**src/design/hsc_pkg.sv**
```systemverilog
// ----------------------------------------------------------------------------
// hsc_pkg: shared types and constants for the host scope classifier
// Character codes, class codes and the verdict structure passed from the
// parser to the top level.
// ----------------------------------------------------------------------------
package hsc_pkg;

  localparam int unsigned CharW    = 8;
  localparam int unsigned LenW     = 4;
  localparam int unsigned OctetW   = 9;
  localparam int unsigned AddrW    = 32;

  localparam logic [LenW-1:0]   LenMax       = 4'd15;
  localparam logic [LenW-1:0]   LenLocalhost = 4'd9;
  localparam logic [LenW-1:0]   LenLoop6     = 4'd3;
  localparam logic [LenW-1:0]   LenFcfd      = 4'd2;
  localparam logic [LenW-1:0]   LenLinkLocal = 4'd5;

  localparam logic [OctetW-1:0] OctetSat     = 9'd256;
  localparam logic [OctetW-1:0] OctetMax     = 9'd255;

  localparam logic [CharW-1:0] ChUpperA = 8'h41;
  localparam logic [CharW-1:0] ChUpperZ = 8'h5a;
  localparam logic [CharW-1:0] ChCaseBit = 8'h20;
  localparam logic [CharW-1:0] ChDigit0 = 8'h30;
  localparam logic [CharW-1:0] ChDigit9 = 8'h39;
  localparam logic [CharW-1:0] ChDot    = 8'h2e;
  localparam logic [CharW-1:0] ChColon  = 8'h3a;
  localparam logic [CharW-1:0] ChF      = 8'h66;
  localparam logic [CharW-1:0] ChC      = 8'h63;
  localparam logic [CharW-1:0] ChD      = 8'h64;

  localparam logic [7:0] Oct10  = 8'd10;
  localparam logic [7:0] Oct127 = 8'd127;
  localparam logic [7:0] Oct169 = 8'd169;
  localparam logic [7:0] Oct254 = 8'd254;
  localparam logic [7:0] Oct172 = 8'd172;
  localparam logic [7:0] Oct16  = 8'd16;
  localparam logic [7:0] Oct31  = 8'd31;
  localparam logic [7:0] Oct192 = 8'd192;
  localparam logic [7:0] Oct168 = 8'd168;

  typedef enum logic [2:0] {
    CLS_NONE      = 3'd0,
    CLS_LOCALHOST = 3'd1,
    CLS_PRIV4     = 3'd2,
    CLS_LOOP6     = 3'd3,
    CLS_LOCAL6    = 3'd4
  } class_e;

  typedef struct packed {
    logic             is_local;
    class_e           host_class;
    logic             ipv4_valid;
    logic [AddrW-1:0] ipv4_address;
  } verdict_t;

  // expected byte of "localhost" at a given position
  function automatic logic [CharW-1:0] localhost_char(input logic [LenW-1:0] pos);
    logic [CharW-1:0] ch;
    ch = 8'h00;
    unique case (pos)
      4'd0:    ch = 8'h6c; // l
      4'd1:    ch = 8'h6f; // o
      4'd2:    ch = 8'h63; // c
      4'd3:    ch = 8'h61; // a
      4'd4:    ch = 8'h6c; // l
      4'd5:    ch = 8'h68; // h
      4'd6:    ch = 8'h6f; // o
      4'd7:    ch = 8'h73; // s
      4'd8:    ch = 8'h74; // t
      default: ch = 8'h00;
    endcase
    return ch;
  endfunction

  // expected byte of "::1"
  function automatic logic [CharW-1:0] loop6_char(input logic [LenW-1:0] pos);
    logic [CharW-1:0] ch;
    ch = 8'h00;
    unique case (pos)
      4'd0:    ch = ChColon;
      4'd1:    ch = ChColon;
      4'd2:    ch = 8'h31; // 1
      default: ch = 8'h00;
    endcase
    return ch;
  endfunction

  // expected byte of "fe80:"
  function automatic logic [CharW-1:0] linklocal_char(input logic [LenW-1:0] pos);
    logic [CharW-1:0] ch;
    ch = 8'h00;
    unique case (pos)
      4'd0:    ch = ChF;
      4'd1:    ch = 8'h65; // e
      4'd2:    ch = 8'h38; // 8
      4'd3:    ch = ChDigit0;
      4'd4:    ch = ChColon;
      default: ch = 8'h00;
    endcase
    return ch;
  endfunction

endpackage

```
**src/design/hsc_parser.sv**
```systemverilog
// ----------------------------------------------------------------------------
// hsc_parser: running host name state and verdict logic
// Folds case, tracks name matches and the dotted-quad parse, and forms the
// verdict for the item that ends a host. State returns to reset after it.
// ----------------------------------------------------------------------------
module hsc_parser (
  input  logic                        clk_i,
  input  logic                        rst_ni,
  input  logic                        take_i,
  input  logic [hsc_pkg::CharW-1:0]   char_i,
  input  logic                        last_i,
  output hsc_pkg::verdict_t           verdict_o
);

  logic [hsc_pkg::LenW-1:0]   len_q, len_d;
  logic                       lh_q, lh_d;
  logic                       lp6_q, lp6_d;
  logic                       fcfd_q, fcfd_d;
  logic                       ll6_q, ll6_d;
  logic                       colon_q, colon_d;
  logic [hsc_pkg::OctetW-1:0] oct_q, oct_d;
  logic [1:0]                 idx_q, idx_d;
  logic                       nonempty_q, nonempty_d;
  logic                       failed_q, failed_d;
  logic [hsc_pkg::AddrW-1:0]  addr_q, addr_d;

  logic [hsc_pkg::CharW-1:0]  ch;
  logic                       is_digit;
  logic [12:0]                oct_acc;
  logic                       v4_ok;
  logic [hsc_pkg::AddrW-1:0]  addr_full;
  logic [7:0]                 oa, ob;
  hsc_pkg::class_e            cls;

  always_comb begin
    ch = char_i;
    if (char_i >= hsc_pkg::ChUpperA && char_i <= hsc_pkg::ChUpperZ) begin
      ch = char_i | hsc_pkg::ChCaseBit;
    end
    is_digit = (ch >= hsc_pkg::ChDigit0) && (ch <= hsc_pkg::ChDigit9);
    oct_acc  = ({4'd0, oct_q} * 13'd10) + {5'd0, ch - hsc_pkg::ChDigit0};

    len_d   = (len_q < hsc_pkg::LenMax) ? len_q + 4'd1 : len_q;
    lh_d    = lh_q && (len_q < hsc_pkg::LenLocalhost) &&
              (ch == hsc_pkg::localhost_char(len_q));
    lp6_d   = lp6_q && (len_q < hsc_pkg::LenLoop6) &&
              (ch == hsc_pkg::loop6_char(len_q));
    fcfd_d  = fcfd_q;
    if (len_q == 4'd0 && ch != hsc_pkg::ChF) begin
      fcfd_d = 1'b0;
    end
    if (len_q == 4'd1 && ch != hsc_pkg::ChC && ch != hsc_pkg::ChD) begin
      fcfd_d = 1'b0;
    end
    ll6_d   = ll6_q;
    if (len_q < hsc_pkg::LenLinkLocal && ch != hsc_pkg::linklocal_char(len_q)) begin
      ll6_d = 1'b0;
    end
    colon_d = colon_q || (ch == hsc_pkg::ChColon);

    oct_d      = oct_q;
    idx_d      = idx_q;
    nonempty_d = nonempty_q;
    failed_d   = failed_q;
    addr_d     = addr_q;
    if (is_digit) begin
      oct_d      = (oct_acc > 13'd256) ? hsc_pkg::OctetSat : oct_acc[hsc_pkg::OctetW-1:0];
      nonempty_d = 1'b1;
    end else if (ch == hsc_pkg::ChDot) begin
      if (!nonempty_q || oct_q > hsc_pkg::OctetMax || idx_q == 2'd3) begin
        failed_d = 1'b1;
      end else begin
        addr_d = {addr_q[23:0], oct_q[7:0]};
        idx_d  = idx_q + 2'd1;
      end
      oct_d      = '0;
      nonempty_d = 1'b0;
    end else begin
      failed_d = 1'b1;
    end

    // verdict from the state after this character
    v4_ok     = !failed_d && idx_d == 2'd3 && nonempty_d && oct_d <= hsc_pkg::OctetMax;
    addr_full = v4_ok ? {addr_d[23:0], oct_d[7:0]} : '0;
    oa        = addr_full[31:24];
    ob        = addr_full[23:16];

    cls = hsc_pkg::CLS_NONE;
    if (lh_d && len_d == hsc_pkg::LenLocalhost) begin
      cls = hsc_pkg::CLS_LOCALHOST;
    end else if (v4_ok) begin
      if (oa == hsc_pkg::Oct10 || oa == hsc_pkg::Oct127 ||
          (oa == hsc_pkg::Oct169 && ob == hsc_pkg::Oct254) ||
          (oa == hsc_pkg::Oct172 && ob >= hsc_pkg::Oct16 && ob <= hsc_pkg::Oct31) ||
          (oa == hsc_pkg::Oct192 && ob == hsc_pkg::Oct168)) begin
        cls = hsc_pkg::CLS_PRIV4;
      end
    end else if (colon_d) begin
      if (lp6_d && len_d == hsc_pkg::LenLoop6) begin
        cls = hsc_pkg::CLS_LOOP6;
      end else if ((fcfd_d && len_d >= hsc_pkg::LenFcfd) ||
                   (ll6_d && len_d >= hsc_pkg::LenLinkLocal)) begin
        cls = hsc_pkg::CLS_LOCAL6;
      end
    end

    verdict_o.is_local     = (cls != hsc_pkg::CLS_NONE);
    verdict_o.host_class   = cls;
    verdict_o.ipv4_valid   = v4_ok;
    verdict_o.ipv4_address = addr_full;
  end

  always_ff @(posedge clk_i or negedge rst_ni) begin
    if (!rst_ni) begin
      len_q      <= '0;
      lh_q       <= 1'b1;
      lp6_q      <= 1'b1;
      fcfd_q     <= 1'b1;
      ll6_q      <= 1'b1;
      colon_q    <= 1'b0;
      oct_q      <= '0;
      idx_q      <= '0;
      nonempty_q <= 1'b0;
      failed_q   <= 1'b0;
      addr_q     <= '0;
    end else if (take_i) begin
      if (last_i) begin
        len_q      <= '0;
        lh_q       <= 1'b1;
        lp6_q      <= 1'b1;
        fcfd_q     <= 1'b1;
        ll6_q      <= 1'b1;
        colon_q    <= 1'b0;
        oct_q      <= '0;
        idx_q      <= '0;
        nonempty_q <= 1'b0;
        failed_q   <= 1'b0;
        addr_q     <= '0;
      end else begin
        len_q      <= len_d;
        lh_q       <= lh_d;
        lp6_q      <= lp6_d;
        fcfd_q     <= fcfd_d;
        ll6_q      <= ll6_d;
        colon_q    <= colon_d;
        oct_q      <= oct_d;
        idx_q      <= idx_d;
        nonempty_q <= nonempty_d;
        failed_q   <= failed_d;
        addr_q     <= addr_d;
      end
    end
  end

endmodule

```
**src/design/host_scope_classifier.sv**
```systemverilog
// ----------------------------------------------------------------------------
// host_scope_classifier: local-scope verdict for a streamed host name
// Input register, per-character parser, and an output register.
// ----------------------------------------------------------------------------
// The output register captures the verdict when the parser takes the final item.
// Throughput: one item per cycle; the output register frees the input side
// while a verdict waits, so only a held verdict plus a pending final item stalls.
// Reset: asynchronous, active low; clears valid flags and the parser state.
module host_scope_classifier (
  input  logic                        clk_i,
  input  logic                        rst_ni,
  input  logic                        in_valid_i,
  output logic                        in_stall_o,
  input  logic [hsc_pkg::CharW-1:0]   char_code_i,
  input  logic                        last_char_i,
  output logic                        out_valid_o,
  input  logic                        out_stall_i,
  output logic                        is_local_o,
  output logic [2:0]                  host_class_o,
  output logic                        ipv4_valid_o,
  output logic [hsc_pkg::AddrW-1:0]   ipv4_address_o
);

  logic                       in_vld_q;
  logic [hsc_pkg::CharW-1:0]  in_char_q;
  logic                       in_last_q;
  logic                       out_vld_q;
  hsc_pkg::verdict_t          out_q;
  hsc_pkg::verdict_t          verdict;
  logic                       out_free;
  logic                       take;

  assign out_free   = !out_vld_q || !out_stall_i;
  // a non-final item never needs the output slot
  assign take       = in_vld_q && (!in_last_q || out_free);
  assign in_stall_o = in_vld_q && !take;

  hsc_parser u_parser (
    .clk_i     (clk_i),
    .rst_ni    (rst_ni),
    .take_i    (take),
    .char_i    (in_char_q),
    .last_i    (in_last_q),
    .verdict_o (verdict)
  );

  always_ff @(posedge clk_i or negedge rst_ni) begin
    if (!rst_ni) begin
      in_vld_q  <= 1'b0;
      out_vld_q <= 1'b0;
    end else begin
      if (!in_stall_o) begin
        in_vld_q <= in_valid_i;
      end
      if (take && in_last_q) begin
        out_vld_q <= 1'b1;
      end else if (!out_stall_i) begin
        out_vld_q <= 1'b0;
      end
    end
  end

  always_ff @(posedge clk_i) begin
    if (!in_stall_o && in_valid_i) begin
      in_char_q <= char_code_i;
      in_last_q <= last_char_i;
    end
    if (take && in_last_q) begin
      out_q <= verdict;
    end
  end

  assign out_valid_o    = out_vld_q;
  assign is_local_o     = out_q.is_local;
  assign host_class_o   = out_q.host_class;
  assign ipv4_valid_o   = out_q.ipv4_valid;
  assign ipv4_address_o = out_q.ipv4_address;

  a_stall_cause: assert property (@(posedge clk_i) disable iff (!rst_ni)
    in_stall_o |-> (in_last_q && out_vld_q && out_stall_i))
    else $error("input stalled without a held verdict");

  a_local_class: assert property (@(posedge clk_i) disable iff (!rst_ni)
    out_vld_q |-> (is_local_o == (out_q.host_class != hsc_pkg::CLS_NONE)))
    else $error("is_local disagrees with host_class");

  a_addr_zero: assert property (@(posedge clk_i) disable iff (!rst_ni)
    (out_vld_q && !ipv4_valid_o) |-> (ipv4_address_o == '0))
    else $error("address nonzero for invalid ipv4");

  a_priv4_valid: assert property (@(posedge clk_i) disable iff (!rst_ni)
    (out_vld_q && out_q.host_class == hsc_pkg::CLS_PRIV4) |-> ipv4_valid_o)
    else $error("private ipv4 class without a valid address");

endmodule
```
**config.mk**
```make
export PLATFORM = sky130hd
export DESIGN_NAME = host_scope_classifier
export DESIGN_NICKNAME = d
export VERILOG_FILES = /design/src/design/hsc_pkg.sv /design/src/design/hsc_parser.sv /design/src/design/host_scope_classifier.sv
export SDC_FILE = /design/constraint.sdc
export NUM_CORES = 1
export LEC_CHECK = 0
export BUFFER_PORTS_ARGS = -buffer_cell sky130_fd_sc_hd__buf_4
export CORE_ASPECT_RATIO = 0.9
export CORE_MARGIN = 2
export CORE_UTILIZATION = 62
export CTS_BUF_LIST = sky130_fd_sc_hd__clkbuf_8
export DETAILED_ROUTE_END_ITERATION = 16
export PLACE_DENSITY = 0.83
export SLEW_MARGIN = 10
export SYNTH_ARGS = -nofsm -noshare
export SYNTH_HDL_FRONTEND = slang
export SYNTH_SLANG_ARGS = --single-unit
export TNS_END_PERCENT = 1
```
**constraint.sdc**
```tcl
create_clock -name clk_i -period 4.25 [get_ports clk_i]
set_input_delay 0.2125 -clock clk_i [delete_from_list [all_inputs] [get_ports clk_i]]
set_output_delay 0.2125 -clock clk_i [all_outputs]
set_load 0.02 [all_outputs]
```
* Word level (Yosys, flattened, before mapping)
Memories as Yosys holds them, arrays and structs flattened. Index checks and enable logic that the tools add are counted.
Cells by class: mux-type cells 41, $add $sub $neg 4, magnitude comparators 15, multiply operators 1, equal/unequal tests 24, reduce and logical (&&, ||, !) cells 45
Operators with widths (number):
- 24-bit 2-to-1 mux | 4
- 8-bit equality test, second input constant | 5
- 9-bit 2-to-1 mux | 4
- 7-bit one-hot mux with 5 select lines | 1
- 32-bit 2-to-1 mux | 1
- 1-bit logical AND | 25
- 8-bit by 7-bit != test with 1-bit output, second input constant | 3
- 1-bit 2-to-1 mux | 17
- 8-bit by 6-bit equality test with 1-bit output, second input constant | 2
- 3-bit 2-to-1 mux | 5
- 13-bit by 8-bit adder with 13-bit output | 1
- 13-bit by 9-bit greater-than comparator with 1-bit output, second input constant | 1
- 4-bit by 2-bit equality test with 1-bit output, second input constant | 3
- 9-bit by 3-bit multiplier with 12-bit output, second input constant | 1
- 6-bit one-hot mux with 2 select lines | 1
- 1-bit logical OR | 10
- 2-bit 2-to-1 mux | 5
- 9-bit by 8-bit greater-than comparator with 1-bit output, second input constant | 1
- 9-bit by 8-bit less-or-equal comparator with 1-bit output, second input constant | 1
- 8-bit by 4-bit equality test with 1-bit output, second input constant | 1
- 8-bit by 6-bit equality test with 1-bit output | 1
- 8-bit by 7-bit equality test with 1-bit output, second input constant | 1
- 8-bit equality test | 1
- 8-bit by 5-bit greater-or-equal comparator with 1-bit output, second input constant | 1
- other kinds (25) | 34
Word-level totals: memories kept 1, logic and storage cells 151, ROM bits 112, register bits 94
Memory list:
- (name not given) | words 16, width 7, rd ports 1, clocked after Yosys merged registers in 0, write ports 0, RTL line hsc_pkg.sv:62 | unique case (pos)

* Logic depth before layout (Yosys ltp)
depth after elaboration 20, mapped depth 16

* Cells and area by module
From an unflattened synthesis, not the netlist that was laid out.
Unflattened totals: cells, all modules 573, area, all modules 5741.8 µm²
Modules (own cells, without submodules):
- hsc_parser | cells each 515, instances 1, area an instance 4255.3 µm²
- host_scope_classifier | cells each 58, instances 1, area an instance 1486.4 µm²

* Least setup slack after synthesis
No wires, ideal clock.
kind reg-to-reg, from register in_char_q[2] (netlist name), to register u_parser.oct_q[0] (netlist name), setup slack 0.607 ns, buffers on the path 2, cell stages (with the launch flop) 16, data required time 4.183 ns, arrival time 3.576 ns, cells stage by stage edfxtp_1 -> buf_2 -> nor4_2 -> o41ai_1 -> or2_0 -> clkbuf_1 -> ha_1 -> inv_1 -> ha_1 -> o21a_1 -> o31a_1 -> o31a_2 -> a21oi_2 -> or4_4 -> a2111oi_4 -> a22o_1
On the way: word-level cells in the longest chain between the ends 9
RTL lines:
- start: declaration | RTL line host_scope_classifier.sv:25 | logic [hsc_pkg::CharW-1:0] in_char_q;
- start signal: assignment | RTL line host_scope_classifier.sv:65 | in_char_q <= char_code_i;
- 8-bit by 7-bit greater-or-equal comparator with 1-bit output / 8-bit by 7-bit less-or-equal comparator with 1-bit output (equally long branches) | RTL line hsc_parser.sv:37 | if (char_i >= hsc_pkg::ChUpperA && char_i <= hsc_pkg::ChUpperZ) begin
- 1-bit logical AND | RTL line hsc_parser.sv:37
- 6-bit 2-to-1 mux (*) | RTL line hsc_parser.sv:37
- 8-bit by 6-bit subtractor with 8-bit output | RTL line hsc_parser.sv:41 | oct_acc = ({4'd0, oct_q} * 13'd10) + {5'd0, ch - hsc_pkg::ChDigit0};
- 13-bit by 8-bit adder with 13-bit output | RTL line hsc_parser.sv:41
- 13-bit by 9-bit greater-than comparator with 1-bit output | RTL line hsc_parser.sv:67 | oct_d = (oct_acc > 13'd256) ? hsc_pkg::OctetSat : oct_acc[hsc_pkg::OctetW-1:0];
- 9-bit 2-to-1 mux | RTL line hsc_parser.sv:67
- 9-bit 2-to-1 mux (*) | RTL line hsc_parser.sv:66 | if (is_digit) begin
- 9-bit 2-to-1 mux (*) | RTL line hsc_parser.sv:127 | if (last_i) begin
- end signal: assignment | RTL line hsc_parser.sv:146 | oct_q <= oct_d;
- end: declaration | RTL line hsc_parser.sv:21 | logic [hsc_pkg::OctetW-1:0] oct_q, oct_d;
Mark *: on every way between the ends. The rest lies on a longest branch, timed or not. A chain may end at the register's enable or synchronous reset.

* Worst setup path in the final report
from register in_char_q[1] (netlist name), to register u_parser.oct_q[4] (netlist name)
Same word-level chain as after synthesis.

==> out/summary.txt <==
Total GRT Usage = 29.21%
warnings from Yosys = 0
height of the die = 94.12 um
number of distinct library cells after synthesis = 74
critical path class = reg2reg
hpwl dp = 9819 um
mean routed wirelength per cell = 18.93 um
ant diodes = 0
GP Congestion = 0.9185
final wirelength = 13890 um
DR vias/cell = 6.470
worst r2r src = in_char_q[1]
maximum clock path buffer count = 2
Worst Reg-to-Reg Cells = 13
area occupied by multi-input gates = 2780 sq um
FMAX = 253.6 MHz
setup tns final = 0 ns
Ports = 52
global route total overflow = 0
Tightest Pin Transition = 0.7120 ns
FP Rows = 32
Reg power frac = 52.8%
Finished Cell Area = 6281 sq um
pin count of the biggest net entering global routing = 49
Num Clock Sinks = 94
P_int = 1.366 mW
reg2reg setup slack = 0.31 ns
CP Data Arrival Time = 4.25 ns
startpoint types = flop
synthesized instance count = 568
minimum clock period = 3.944 ns
Starting Density = 64.39%
Hold Vio Cnt, Final = 0
initial DRC count = 545
Cell Pwr Density = 313.1 nW/um^2
worst clock skew = 0.01311 ns
critical path fanouts, max = 6
fraction of the yosys area taken by sequential cells = 46.25%
switching power total = 600.8 uW
hold slack = 0.01215 ns
CTS Buf Count = 9
outcome = complete, no violations
# fillers = 629
core area = 8688 sq um
slew margin rel. = 51.31%
setup violators final = 0
cell count after placement = 711
Design Power = 1.967 mW
Remaining DRCs = 0
Syn Nets = 614
Die ar. = 9800 sq um
Area growth syn-to-layout = 12.28%
antenna viol nets, final = 0
worst path required time = 4.55 ns
Avg Cell Area, Syn = 9.849 sq um
Die Span X = 104.1 um
#FFs+latches synth = 94
Hold Path Depth = 1
global-route wire length before repair = 22550 um
post-route insts no fill = 734
vias in the first global route = 4434
via count = 4749
IO buf count = 51
P_leak = 2.610 nW
H-tree lvl count = 3
HP Class = in2reg
FF/Latch Area = 2587 sq um
switch share = 30.55%
CP Capture Type = flop
RSZ-0062 raised after global routing = false
CTS tree = yes
hold endpoint = in_char_q[5]
combinational share of power = 19.0%
Clock Latency Late Sink = 0.37 ns
fin. max-slew vios = 0
synthesized cell area = 5594 sq um
hold_sp = char_code_i[5]
maximum VDD drop = 0.1548 mV
CTS root buf = clkbuf_8
ys async rst share = 51.06%
# nets final = 656
max cap viols = 0
Worst-path clk slew = 0.10 ns
drt first pass iters = 6
Clock power frac = 28.3%
ratio of final minimum period to clock period = 92.79%
Placed Area = 6038 sq um
EDFF count, synth = 46
Crit Reg-Reg Endpoint = u_parser.oct_q[4]
initial antenna violation count = 0
ys flop type = edfxtp_1
share of cells above drive strength 1 = 16.91%
==> layer usage <==
metal	share of wire, %	up-vias	GRT usage (%)	wire, um
met5	0	-	0	0
met4	2.1	0	9.685	294
met1	45	2254	44.16	6233
met3	10	30	5.062	1412
met2	43	286	42.71	5953
li1	-	2179	-	-
==> timing repair <==
| item | in CTS | in global routing |
|---|---|---|
| hold endpoints to repair | 44 | 0 |
| buffers inserted | 0 | 6 |
| endpoints found under the setup margin | 0 | 6 |
| gates resized for setup | 0 | 1 |
| hold buffers | 1 | 0 |
==> synthesized netlist by cell type (all sizes together), types with 11 or more instances <==
master	n	area, sq um
edfxtp	46	1381
dfrtp	44	1101
xnor2	13	113.9
a21oi	48	244.0
ha	31	387.9
o21ai	24	123.9
clkbuf	26	97.59
inv	25	93.84
a22o	31	271.5
nand4	11	68.82
nor2	38	142.6
nand2	77	289.0
==> stage by stage <==
stage | util, % | setup WS, ns
after floorplan | - | 0.6073
after global routing | 72.29 | 0.05705
after global placement | 69.50 | 0.3707
final | 72.29 | 0.3062
after CTS | 71.69 | 0.2089
after detailed placement | 69.50 | 0.2229
==> cell families after synthesis <==
| group | synth area share [%] |
|---|---|
| and+or+nand+nor | 17.60 |
| AOI/OAI and AO/OA | 20.31 |
| DFF | 46.25 |
| buffers and inverters | 4.182 |
| adders and majority gates | 7.649 |
| xor gates and xnor gates | 2.505 |
| muxes | 1.499 |
==> final cells by class <==
class	count	share of cell area, %
Sequential cell	94	41.20
Multi-Input combinational cell	415	44.26
Clock buffer	9	1.972
Timing Repair Buffer	65	7.809
Tap cell	119	2.371
Clock inverter	7	0.8964
Inverter	25	1.494
==> sequential cells by signal (all words and copies together) (netlist names) <==
name                 cells
u_parser.colon_q         1
u_parser.ll6_q           1
out_valid_o              1
is_local_o               1
u_parser.addr_q         24
ipv4_valid_o             1
u_parser.idx_q           2
u_parser.oct_q           9
u_parser.len_q           4
u_parser.nonempty_q      1
in_char_q                8
u_parser.failed_q        1
in_last_q                1
host_class_o             3
ipv4_address_o          32
u_parser.lp6_q           1
u_parser.lh_q            1
u_parser.fcfd_q          1
in_vld_q                 1
==> power by group through the flow <==
stage | Clock, mW | Combinational, mW | Sequential, mW
final | 0.557 | 0.373 | 1.04
after global routing | 0.600 | 0.408 | 1.04
after CTS | 0.560 | 0.360 | 1.04
after detailed placement | 0 | 0.357 | 1.06
after global placement | 0 | 0.351 | 1.06
after floorplan | 0 | 0.259 | 1.05
==> worst max-delay path by stage <==
stage                  from           endpoint  slack, ns  cells past startpoint
5_1_grt        in_char_q[4]  u_parser.oct_q[0]       0.06                     11
3_3_place_gp   in_char_q[1]  u_parser.oct_q[2]       0.37                     13
2_1_floorplan  in_char_q[2]  u_parser.oct_q[0]       0.61                     15
4_1_cts        in_char_q[1]  u_parser.oct_q[1]       0.21                     13
3_5_place_dp   in_char_q[1]  u_parser.oct_q[4]       0.22                     13
6_report       in_char_q[1]  u_parser.oct_q[4]       0.31                     13
==> layout by cell type (no fill, tap or decap), types with 3 or more instances in the layout <==
master and n:
nand2_1 77, buf_4 64, a21oi_1 47, edfxtp_1 46, dfrtp_1 44, nor2_1 38, a22o_1 31, ha_1 31
inv_1 23, o21ai_0 18, xnor2_1 13, nand4_1 11, clkbuf_8 9, nand2b_1 8, nor3_1 8, nand3_1 7
nor4_1 7, a31oi_1 6, nor2b_1 5, or3_1 5, a211oi_1 5, o21ai_1 5, mux2i_1 5, nor3b_1 4
a21o_1 4, and2_1 4, o22ai_1 4, dfstp_2 4, xor2_1 3, and3_1 3, o21a_1 3, o31a_1 3
o211ai_1 3, nand3b_1 3, nor4b_1 3, o31ai_1 3, a32o_1 3, clkinvlp_4 3
==> critical path, stage by stage, from the launching register on <==
cell       delay [ns]
edfxtp_1         0.46
nor4_2           0.36
o41ai_2          0.13
or2_0            0.34
ha_1             0.34
inv_1            0.04
ha_1             0.34
o21a_1           0.14
o31a_1           0.21
o31a_2           0.17
a21oi_2          0.05
or4_4            0.55
a2111oi_4        0.55
a22o_1           0.20
No activity file was read; power rests on OpenSTA's default activity.
